File: src/hdl/cdnc_pkg.sv
package cdnc_pkg;

  // Last calendar year the converter covers.
  localparam int unsigned LAST_YEAR = 65535;

  localparam int unsigned YEAR_W  = 16;
  localparam int unsigned MONTH_W = 4;
  localparam int unsigned DAY_W   = 5;
  localparam int unsigned COUNT_W = 25;
  localparam int unsigned DATA_W  = 56;

  // Calendar anchors (absolute day numbers, day 0 = 1 Jan of year 0)
  localparam logic [COUNT_W-1:0] JUL_LAST   = 25'd578102; // 4 Oct 1582
  localparam logic [COUNT_W-1:0] GREG_BASE  = 25'd578180; // 31 Dec 1582
  localparam logic [COUNT_W-1:0] GREG_FIRST = 25'd578181; // 1 Jan 1583
  localparam logic [YEAR_W-1:0]  SHIFT_YEAR = 16'd1582;
  localparam logic [YEAR_W-1:0]  GREG_YEAR  = 16'd1583;

  // x / 1461 == (x * DIV1461_M) >> DIV1461_SH, exact for x < 2**27
  localparam int unsigned DIV1461_SH = 38;
  localparam logic [27:0] DIV1461_M =
    28'(((64'd1 << DIV1461_SH) + 64'd1460) / 64'd1461);
  // y / 25 == (y * DIV25_M) >> DIV25_SH, exact for y < 2**14
  localparam int unsigned DIV25_SH = 17;
  localparam logic [12:0] DIV25_M = 13'd5243;

  typedef enum logic [1:0] {
    RGN_JULIAN = 2'd0,
    RGN_SHIFT  = 2'd1,
    RGN_GREG   = 2'd2,
    RGN_OOR    = 2'd3
  } region_e;

  typedef struct packed {
    logic load_in;
    logic div;
    logic est;
    logic oor;
    logic ydiv;
    logic base;
    logic take;
    logic next;
    logic fwd;
    logic split;
    logic load_out;
  } dp_cmd_t;

  typedef struct packed {
    logic    cmd;
    region_e region;
    logic    base_le_cnt;
    logic    at_last;
  } dp_sts_t;

  // Day number of 31 December of a Gregorian year (elaboration only)
  function automatic logic [COUNT_W-1:0] dec31_day(int unsigned y);
    int unsigned ym1;
    int unsigned leap;
    int unsigned days;
    ym1  = y - 1;
    leap = ((y % 4 == 0) && ((y % 100 != 0) || (y % 400 == 0))) ? 1 : 0;
    days = 365 * y + ym1 / 4 - ym1 / 100 + ym1 / 400 + 3 + 364 + leap;
    return days[COUNT_W-1:0];
  endfunction

  localparam logic [COUNT_W-1:0] LAST_DAY = dec31_day(LAST_YEAR);

endpackage

File: src/hdl/calendar_day_number_converter.sv
// Calendar date <-> absolute day number converter (day 0 = 1 January, year 0).
// Input stream: s_axis_tuser selects the conversion (0: date to day number,
// 1: day number to date); s_axis_tdata carries year, month, day, day_count.
// Output stream: one item per input item; day_number for a date, or
// year/month/day for a day number, zeros elsewhere; m_axis_tuser flags a day
// number past 31 December of the last year.
// A date, or a day number up to 1582, goes once through the year unit's
// multiply stages; a later day number may take further passes. The year is
// estimated with one reciprocal multiply and then advanced one year per pass
// through the year unit (two multiply stages and a compare). One item is in
// work at a time; the block is ready for the next item once the result moves
// into the output register.
// Reset clears the controller and empties the output register.
// A stalled receiver holds the result in the output register; the block
// still accepts and works on one more item, then waits with its result.
module calendar_day_number_converter (
  input  logic        clk_i,
  input  logic        rst_ni,
  input  logic        s_axis_tvalid,
  output logic        s_axis_tready,
  input  logic [55:0] s_axis_tdata,  // year[15:0] month[19:16] day[24:20] day_count[49:25]
  input  logic        s_axis_tuser,  // command
  output logic        m_axis_tvalid,
  input  logic        m_axis_tready,
  output logic [55:0] m_axis_tdata,  // day_number[24:0] out_year[40:25] out_month[44:41]
                                     // out_day[49:45]
  output logic        m_axis_tuser   // out_of_range
);

  cdnc_pkg::dp_cmd_t dp_cmd;
  cdnc_pkg::dp_sts_t dp_sts;

  cdnc_ctrl u_ctrl (
    .clk_i      (clk_i),
    .rst_ni     (rst_ni),
    .s_tvalid_i (s_axis_tvalid),
    .s_tready_o (s_axis_tready),
    .m_tvalid_o (m_axis_tvalid),
    .m_tready_i (m_axis_tready),
    .sts_i      (dp_sts),
    .cmd_o      (dp_cmd)
  );

  cdnc_dp u_dp (
    .clk_i       (clk_i),
    .in_tdata_i  (s_axis_tdata),
    .in_tuser_i  (s_axis_tuser),
    .cmd_i       (dp_cmd),
    .sts_o       (dp_sts),
    .out_tdata_o (m_axis_tdata),
    .out_tuser_o (m_axis_tuser)
  );

endmodule

File: src/hdl/cdnc_dp.sv
module cdnc_dp (
  input  logic                     clk_i,
  input  logic [55:0]              in_tdata_i,
  input  logic                     in_tuser_i,
  input  cdnc_pkg::dp_cmd_t        cmd_i,
  output cdnc_pkg::dp_sts_t        sts_o,
  output logic [55:0]              out_tdata_o,
  output logic                     out_tuser_o
);

  localparam logic [8:0] MonthStart [13] = '{
    9'd0, 9'd31, 9'd59, 9'd90, 9'd120, 9'd151, 9'd181,
    9'd212, 9'd243, 9'd273, 9'd304, 9'd334, 9'd365
  };

  // returns {month, day} for a day offset inside a year
  function automatic logic [8:0] split_md(logic [8:0] rem, logic leap);
    logic [8:0] r2;
    logic [3:0] m;
    logic [4:0] g;
    r2 = rem - 9'(leap);
    m  = 4'd12;
    for (int k = 11; k >= 3; k--) begin
      if (r2 < MonthStart[4'(k)]) m = 4'(k);
    end
    g = 5'(r2 - MonthStart[m - 4'd1] + 9'd1);
    if (rem < 9'd31) begin
      m = 4'd1;
      g = 5'(rem + 9'd1);
    end else if (rem < 9'd59) begin
      m = 4'd2;
      g = 5'(rem - 9'd30);
    end else if (r2 == 9'd58) begin
      m = 4'd2;
      g = 5'd29;
    end
    return {m, g};
  endfunction

  logic                   cmd_q;
  logic [15:0]            ywork_q, ywork_d;
  logic [3:0]             mon_q, mon_d;
  logic [4:0]             day_q, day_d;
  logic [24:0]            cnt_q;
  cdnc_pkg::region_e      region_q, region_d;
  logic [15:0]            qd_q, qd_d;
  logic [9:0]             q100_q, q100_d;
  logic [24:0]            m365_q, m365_d;
  logic [24:0]            base_q, base_d;
  logic                   leap_q, leap_d;
  logic [15:0]            yacc_q;
  logic [24:0]            jacc_q;
  logic                   lacc_q;
  logic [55:0]            res_data_q, res_data_d;
  logic                   res_oor_q, res_oor_d;
  logic [55:0]            out_data_q;
  logic                   out_oor_q;

  // input unpacking with month/day clamping
  always_comb begin
    mon_d = in_tdata_i[19:16];
    if (mon_d == 4'd0) mon_d = 4'd1;
    if (mon_d > 4'd12) mon_d = 4'd12;
    day_d = in_tdata_i[24:20];
    if (day_d == 5'd0) day_d = 5'd1;
  end

  // region of the day count and year estimate by a reciprocal multiply
  logic [24:0] div_src;
  logic [54:0] div_prod;
  always_comb begin
    if (cnt_q > cdnc_pkg::LAST_DAY) begin
      region_d = cdnc_pkg::RGN_OOR;
    end else if (cnt_q <= cdnc_pkg::JUL_LAST) begin
      region_d = cdnc_pkg::RGN_JULIAN;
    end else if (cnt_q <= cdnc_pkg::GREG_BASE) begin
      region_d = cdnc_pkg::RGN_SHIFT;
    end else begin
      region_d = cdnc_pkg::RGN_GREG;
    end
    div_src  = (cnt_q <= cdnc_pkg::JUL_LAST) ? cnt_q : cnt_q - cdnc_pkg::GREG_FIRST;
    div_prod = 55'({div_src, 2'b00}) * 55'(cdnc_pkg::DIV1461_M);
    qd_d     = div_prod[cdnc_pkg::DIV1461_SH +: 16];
  end

  // starting year for the day-count conversion
  logic [15:0] est_year;
  always_comb begin
    case (region_q)
      cdnc_pkg::RGN_JULIAN: est_year = qd_q;
      cdnc_pkg::RGN_SHIFT:  est_year = cdnc_pkg::SHIFT_YEAR;
      default: begin
        // two years below the 365.25-day estimate never overshoots
        est_year = cdnc_pkg::GREG_YEAR + ((qd_q >= 16'd2) ? qd_q - 16'd2 : 16'd0);
      end
    endcase
  end

  // year unit, stage 1: year / 100 and 365 * year
  logic [26:0] q100_prod;
  always_comb begin
    q100_prod = 27'(ywork_q[15:2]) * 27'(cdnc_pkg::DIV25_M);
    q100_d    = q100_prod[cdnc_pkg::DIV25_SH +: 10];
    m365_d    = 25'(25'(ywork_q) * 25'd365);
  end

  // year unit, stage 2: day number of 1 January and leap flag
  logic [16:0] hund;
  logic [6:0]  r100;
  logic [9:0]  q1;
  logic [24:0] greg_base, jul_base;
  logic        greg_leap;
  always_comb begin
    hund      = 17'(q100_q) * 17'd100;
    r100      = 7'(17'(ywork_q) - hund);
    q1        = q100_q - 10'(r100 == 7'd0);   // (year - 1) / 100
    greg_base = m365_q + 25'((ywork_q - 16'd1) >> 2) - 25'(q1) + 25'(q1 >> 2) + 25'd3;
    jul_base  = m365_q + 25'((17'(ywork_q) + 17'd3) >> 2);
    greg_leap = (ywork_q[1:0] == 2'd0) && ((r100 != 7'd0) || (q100_q[1:0] == 2'd0));
    if (ywork_q <= cdnc_pkg::SHIFT_YEAR) begin
      base_d = jul_base;
      leap_d = (ywork_q[1:0] == 2'd0);
    end else begin
      base_d = greg_base;
      leap_d = greg_leap;
    end
  end

  // date to day number
  logic        early, shifted, leap_inc;
  logic [25:0] dn_sum;
  // day number to date
  logic [24:0] rem_full;
  logic [8:0]  md;
  always_comb begin
    early    = (ywork_q < cdnc_pkg::SHIFT_YEAR) ||
               ((ywork_q == cdnc_pkg::SHIFT_YEAR) &&
                ((mon_q < 4'd10) || ((mon_q == 4'd10) && (day_q < 5'd5))));
    shifted  = (ywork_q == cdnc_pkg::SHIFT_YEAR) && !early;
    leap_inc = (mon_q > 4'd2) && leap_q && !shifted;
    dn_sum   = 26'(base_q) + 26'(day_q) + 26'(MonthStart[mon_q - 4'd1]) + 26'(leap_inc)
               - 26'd1 - (shifted ? 26'd10 : 26'd0);

    rem_full = cnt_q - jacc_q + ((region_q == cdnc_pkg::RGN_SHIFT) ? 25'd10 : 25'd0);
    md       = split_md(rem_full[8:0], lacc_q);

    res_data_d = res_data_q;
    res_oor_d  = res_oor_q;
    if (cmd_i.fwd) begin
      res_data_d = {31'd0, dn_sum[24:0]};
      res_oor_d  = (32'(ywork_q) > cdnc_pkg::LAST_YEAR);
    end else if (cmd_i.split) begin
      res_data_d = {6'd0, md[4:0], md[8:5], yacc_q, 25'd0};
      res_oor_d  = 1'b0;
    end else if (cmd_i.oor) begin
      res_data_d = '0;
      res_oor_d  = 1'b1;
    end
  end

  always_ff @(posedge clk_i) begin
    if (cmd_i.load_in) begin
      cmd_q   <= in_tuser_i;
      ywork_q <= in_tdata_i[15:0];
      mon_q   <= mon_d;
      day_q   <= day_d;
      cnt_q   <= in_tdata_i[49:25];
    end else if (cmd_i.est) begin
      ywork_q <= est_year;
    end else if (cmd_i.next) begin
      ywork_q <= yacc_q + 16'd1;
    end
    if (cmd_i.div) begin
      region_q <= region_d;
      qd_q     <= qd_d;
    end
    if (cmd_i.ydiv) begin
      q100_q <= q100_d;
      m365_q <= m365_d;
    end
    if (cmd_i.base) begin
      base_q <= base_d;
      leap_q <= leap_d;
    end
    if (cmd_i.take) begin
      yacc_q <= ywork_q;
      jacc_q <= base_q;
      lacc_q <= leap_q;
    end
    res_data_q <= res_data_d;
    res_oor_q  <= res_oor_d;
    if (cmd_i.load_out) begin
      out_data_q <= res_data_q;
      out_oor_q  <= res_oor_q;
    end
  end

  assign sts_o.cmd         = cmd_q;
  assign sts_o.region      = region_q;
  assign sts_o.base_le_cnt = (base_q <= cnt_q);
  assign sts_o.at_last     = (32'(yacc_q) >= cdnc_pkg::LAST_YEAR);

  assign out_tdata_o = out_data_q;
  assign out_tuser_o = out_oor_q;

endmodule

File: src/hdl/cdnc_ctrl.sv
module cdnc_ctrl (
  input  logic                clk_i,
  input  logic                rst_ni,
  input  logic                s_tvalid_i,
  output logic                s_tready_o,
  output logic                m_tvalid_o,
  input  logic                m_tready_i,
  input  cdnc_pkg::dp_sts_t   sts_i,
  output cdnc_pkg::dp_cmd_t   cmd_o
);

  typedef enum logic [9:0] {
    ST_IDLE  = 10'b00_0000_0001,
    ST_DIV   = 10'b00_0000_0010,
    ST_EST   = 10'b00_0000_0100,
    ST_YDIV  = 10'b00_0000_1000,
    ST_BASE  = 10'b00_0001_0000,
    ST_FWD   = 10'b00_0010_0000,
    ST_TEST  = 10'b00_0100_0000,
    ST_STEP  = 10'b00_1000_0000,
    ST_SPLIT = 10'b01_0000_0000,
    ST_DONE  = 10'b10_0000_0000
  } state_e;

  state_e state_q, state_d;
  logic   out_valid_q, out_valid_d;

  always_comb begin
    state_d = state_q;
    cmd_o   = '0;
    case (state_q)
      ST_IDLE: begin
        if (s_tvalid_i) begin
          cmd_o.load_in = 1'b1;
          state_d       = ST_DIV;
        end
      end
      ST_DIV: begin
        cmd_o.div = 1'b1;
        state_d   = ST_EST;
      end
      ST_EST: begin
        if (!sts_i.cmd) begin
          state_d = ST_YDIV;
        end else if (sts_i.region == cdnc_pkg::RGN_OOR) begin
          cmd_o.oor = 1'b1;
          state_d   = ST_DONE;
        end else begin
          cmd_o.est = 1'b1;
          state_d   = ST_YDIV;
        end
      end
      ST_YDIV: begin
        cmd_o.ydiv = 1'b1;
        state_d    = ST_BASE;
      end
      ST_BASE: begin
        cmd_o.base = 1'b1;
        state_d    = sts_i.cmd ? ST_TEST : ST_FWD;
      end
      ST_FWD: begin
        cmd_o.fwd = 1'b1;
        state_d   = ST_DONE;
      end
      ST_TEST: begin
        // keep the candidate year while its 1 January is not past the count
        if (sts_i.base_le_cnt) begin
          cmd_o.take = 1'b1;
          state_d    = (sts_i.region == cdnc_pkg::RGN_GREG) ? ST_STEP : ST_SPLIT;
        end else begin
          state_d = ST_SPLIT;
        end
      end
      ST_STEP: begin
        if (sts_i.at_last) begin
          state_d = ST_SPLIT;
        end else begin
          cmd_o.next = 1'b1;
          state_d    = ST_YDIV;
        end
      end
      ST_SPLIT: begin
        cmd_o.split = 1'b1;
        state_d     = ST_DONE;
      end
      ST_DONE: begin
        if (!out_valid_q || m_tready_i) begin
          cmd_o.load_out = 1'b1;
          state_d        = ST_IDLE;
        end
      end
      default: begin
        state_d = ST_IDLE;
      end
    endcase
  end

  always_comb begin
    out_valid_d = out_valid_q;
    if (cmd_o.load_out) begin
      out_valid_d = 1'b1;
    end else if (m_tready_i) begin
      out_valid_d = 1'b0;
    end
  end

  always_ff @(posedge clk_i or negedge rst_ni) begin
    if (!rst_ni) begin
      state_q     <= ST_IDLE;
      out_valid_q <= 1'b0;
    end else begin
      state_q     <= state_d;
      out_valid_q <= out_valid_d;
    end
  end

  assign s_tready_o = (state_q == ST_IDLE);
  assign m_tvalid_o = out_valid_q;

endmodule

File: config.mk
export PLATFORM = sky130hd
export DESIGN_NAME = calendar_day_number_converter
export DESIGN_NICKNAME = d
export VERILOG_FILES = /design/src/hdl/cdnc_pkg.sv /design/src/hdl/calendar_day_number_converter.sv /design/src/hdl/cdnc_dp.sv /design/src/hdl/cdnc_ctrl.sv
export SDC_FILE = /design/constraint.sdc
export NUM_CORES = 2
export LEC_CHECK = 0
export BUFFER_PORTS_ARGS = -buffer_cell sky130_fd_sc_hd__clkbuf_2
export CAP_MARGIN = 20
export CORE_UTILIZATION = 65
export DETAILED_ROUTE_END_ITERATION = 10
export GPL_TIMING_DRIVEN = 0
export PLACE_DENSITY = 0.89
export REMOVE_ABC_BUFFERS = 1
export SYNTH_ARGS = -nofsm -noshare
export SYNTH_HDL_FRONTEND = slang
export SYNTH_SLANG_ARGS = --single-unit
export TNS_END_PERCENT = 100
File: constraint.sdc
create_clock -name clk_i -period 14.45 [get_ports clk_i]
set_input_delay 2.89 -clock clk_i [delete_from_list [all_inputs] [get_ports clk_i]]
set_output_delay 2.89 -clock clk_i [all_outputs]
set_load 0.02 [all_outputs]
==> flow_metrics.env <==
export IMPL_die_h_um=235.7
export IMPL_holdPathStages=0
export IMPL_hold_start="u_dp.res_data_q[15]$_SDFFCE_PN0N_"
export IMPL_critical_path_max_stage_delay_ns=0.65
export IMPL_cp_slowest_cell="xnor2_1"
export IMPL_dp_slack_ns=3.839
export IMPL_track_usage=0.3192
export IMPL_cp_required_ns=14.78
export IMPL_grt_pass1_vias=26590
export IMPL_die_area_mm2=0.05553
export IMPL_synth_flop_cell="edfxtp_1"
export IMPL_io_pins=120
export IMPL_grt_max_degree=53
export IMPL_worstMarginPinSlew_ns=1.124
export IMPL_finalSetupViolCount=0
export IMPL_tritoncts="built"
export IMPL_postRouteWirelength_mm=86.23
export IMPL_final_cell_area_mm2=0.03789
export IMPL_drcViolationCount=0
export IMPL_synth_edf_count=232
export IMPL_min_to="u_dp.out_tdata_o[15]$_DFFE_PP_"
export IMPL_areaGrowthSynthToFinish_pct=6.773
export IMPL_wire_per_inst_um=19.71
export IMPL_r2r_end="u_dp.qd_q[15]$_DFFE_PP_"
export IMPL_drtAntennaViolNets=0
export IMPL_cts_setup_buffers=0
export IMPL_layout_drive_gt1_share=0.06277
export IMPL_slew_limit_headroom=0.2451
export IMPL_rows=85
export IMPL_max_clock_freq_mhz=91.68
export IMPL_antenna_found_initial=2
export IMPL_ys_seq_area_frac=0.2188
export IMPL_startpoint_type="register"
export IMPL_ys_top_cells_by_count="inv_1 (815), ha_1 (624), fa_1 (398), edfxtp_1 (232), nor2_1 (164)"
export IMPL_grt_first_pass_wirelength_mm=139.4
export IMPL_fillers=3637
export IMPL_synth_most_common_cell="inv_1"
export IMPL_synth_avg_cell_area_um2=10.01
export IMPL_clock_sinks=269
export IMPL_drtPass1Iterations=7
export IMPL_cts_buffer_depth=3
export IMPL_rsz0062_at_grt="false"
export IMPL_fin_worst_skew_ns=0.03501
export IMPL_cts_clk_slew_worst_paths_ns=0.06
export IMPL_port_buffers=107
export IMPL_cts_inserted_buffers=29
export IMPL_timing_final_crit_period_ns=10.91
export IMPL_start_util=0.6581
export IMPL_hold_class="reg2reg"
export IMPL_synth_seq_cells=269
export IMPL_clk_latency_ns=0.60
export IMPL_cts_max_level=1
export IMPL_status="finished, final reports clean"
export IMPL_nNetsFinal=4740
export IMPL_syn_inst=3545
export IMPL_crit_buf_inv=7
export IMPL_die_w_um=235.7
export IMPL_fin_tns_setup_ns=0
export IMPL_ctsResizeCount=0
export IMPL_seqCellArea_mm2=0.007764
export IMPL_drv_slew=0
export IMPL_dpl_cell_area_mm2=0.03688
export IMPL_diodes=0
export IMPL_crit_arrival_ns=11.23
export IMPL_hpwlAfterDp_mm=71.00
export IMPL_end_kind="register"
export IMPL_vias=26030
export IMPL_r2r_cells=32
export IMPL_cts_hold_buffers_added=0
export IMPL_path_class="reg2reg"
export IMPL_worstPathMaxFanout=17
export IMPL_async_flop_share=0.04089
export IMPL_ys_warn_count=0
export IMPL_syn_cell_area_mm2=0.03549
export IMPL_yosysTopAreaCell="fa_1"
export IMPL_synth_top_area_share=0.2245
export IMPL_drt_iter0_drc=2371
export IMPL_synth_area_leaders="fa_1 (22%), ha_1 (22%), edfxtp_1 (20%)"
export IMPL_gr_total_overflow=0
export IMPL_place_congestion=0.9921
export IMPL_root_buffer="clkbuf_16"
export IMPL_hold_violations=0
export IMPL_timing_rr_start="u_dp.cnt_q[16]$_DFFE_PP_"
export IMPL_multi_input_area_mm2=0.02449
export IMPL_placeableCoreArea_mm2=0.05392
export IMPL_cap_violations=0
export IMPL_r2r_slack_ns=3.54
export IMPL_vias_per_cell=5.947
export IMPL_finalCritPeriodShare=0.7549
export IMPL_worst_slack_ns=3.542
export IMPL_synth_cell_type_count=98
export IMPL_crit_family="adder cells"
export IMPL_cp_common_cell="inv_1"
-- how the worst max path moves through the flow --
stage | start | end | slack (ns) | cells past startpoint
finish | u_dp.cnt_q[16]$_DFFE_PP_ | u_dp.qd_q[15]$_DFFE_PP_ | 3.54 | 32
detailed placement | u_dp.cnt_q[16]$_DFFE_PP_ | u_dp.qd_q[15]$_DFFE_PP_ | 3.84 | 32
floorplan | u_dp.cnt_q[16]$_DFFE_PP_ | u_dp.qd_q[15]$_DFFE_PP_ | 5.71 | 34
global route | u_dp.cnt_q[16]$_DFFE_PP_ | u_dp.qd_q[15]$_DFFE_PP_ | 3.00 | 32
CTS | u_dp.cnt_q[16]$_DFFE_PP_ | u_dp.qd_q[15]$_DFFE_PP_ | 3.76 | 32
global placement | u_dp.cnt_q[16]$_DFFE_PP_ | u_dp.qd_q[15]$_DFFE_PP_ | 3.97 | 32
-- routing by layer --
metal | track usage | wire, um | vias up
li1 | - | - | 11950
met1 | 0.4289 | 34850 | 12580
met2 | 0.5139 | 39590 | 1253
met3 | 0.05593 | 7982 | 238
met4 | 0.1303 | 3786 | 2
met5 | 0 | 16 | -
-- state kept, by name, summed over array words and instances, names as in the netlist, 9 cells and up --
| signal | flops |
|---|---|
| u_dp.ywork_q | 16 |
| u_dp.q100_q | 10 |
| u_dp.qd_q | 16 |
| u_dp.out_tdata_o | 50 |
| u_dp.m365_q | 25 |
| u_dp.base_q | 25 |
| u_ctrl.state_q | 10 |
| u_dp.yacc_q | 16 |
| u_dp.jacc_q | 9 |
| u_dp.res_data_q | 50 |
| u_dp.cnt_q | 25 |
-- worst reg2reg max path, delay by kind of cell (launching register included) --
kind                     cells  cell delay, ns
adder cells (fa/ha/maj)      8            3.99
AO/OA/AOI/OAI                8            2.24
flip-flops                   1            0.49
AND/OR/NAND/NOR              7            2.38
XOR/XNOR                     2            0.76
buffers and inverters        7            0.77
-- layout by cell type (no fill, tap or decap), types with 15 or more instances in the layout --
master     count
nand2b_1      20
xor2_1        55
a21oi_1      134
or2_2         15
inv_1        815
a211oi_1      18
dfxtp_1       26
a22o_1        15
and3_1        19
o21ai_0      114
clkbuf_16     29
nor2_1       163
nand2_1      161
o21bai_1      17
fa_1         398
clkbuf_2     107
nand4_1       35
ha_1         624
nor2b_1       20
a31oi_1       15
o21a_1        29
or3_1         18
o22ai_1       16
and2_1        16
edfxtp_1     232
nand3_1       55
xnor2_1      163
nor3_1        52
a21o_1        43
-- layout make-up --
| class | count | area share |
|---|---|---|
| inverter | 816 | 0.08087 |
| clock inverter | 18 | 0.006043 |
| multi-input combinational | 2419 | 0.6463 |
| timing repair buffer | 122 | 0.01876 |
| clock buffer | 36 | 0.02011 |
| sequential | 269 | 0.2049 |
| tap | 696 | 0.02298 |
-- logic make-up (layout without fill, tap and decap cells) --
group,Yosys count,in the layout,synth area share
AOI/OAI and AO/OA,523,523,0.09756
xor gates and xnor gates,219,219,0.05426
adders and majority gates,1022,1022,0.4446
buffers and inverters,862,992,0.09270
DFF,269,269,0.2188
muxes,12,12,0.003561
other,1,6,0.0001057
and+or+nand+nor,637,637,0.08847
-- metrics by stage --
step / hold slack (ns) / cells / utilization
floorplan: 0.4003 / 3504 / -
global placement: 0.4028 / 4307 / 0.6803
detailed placement: 0.4045 / 4320 / 0.6840
CTS: 0.4173 / 4374 / 0.7024
global route: 0.4259 / 4376 / 0.7027
finish: 0.4158 / 4376 / 0.7027
Power is left out: the tool's default activity adds up to more than one toggle a clock period on the data nets, which glitch-free logic cannot reach.
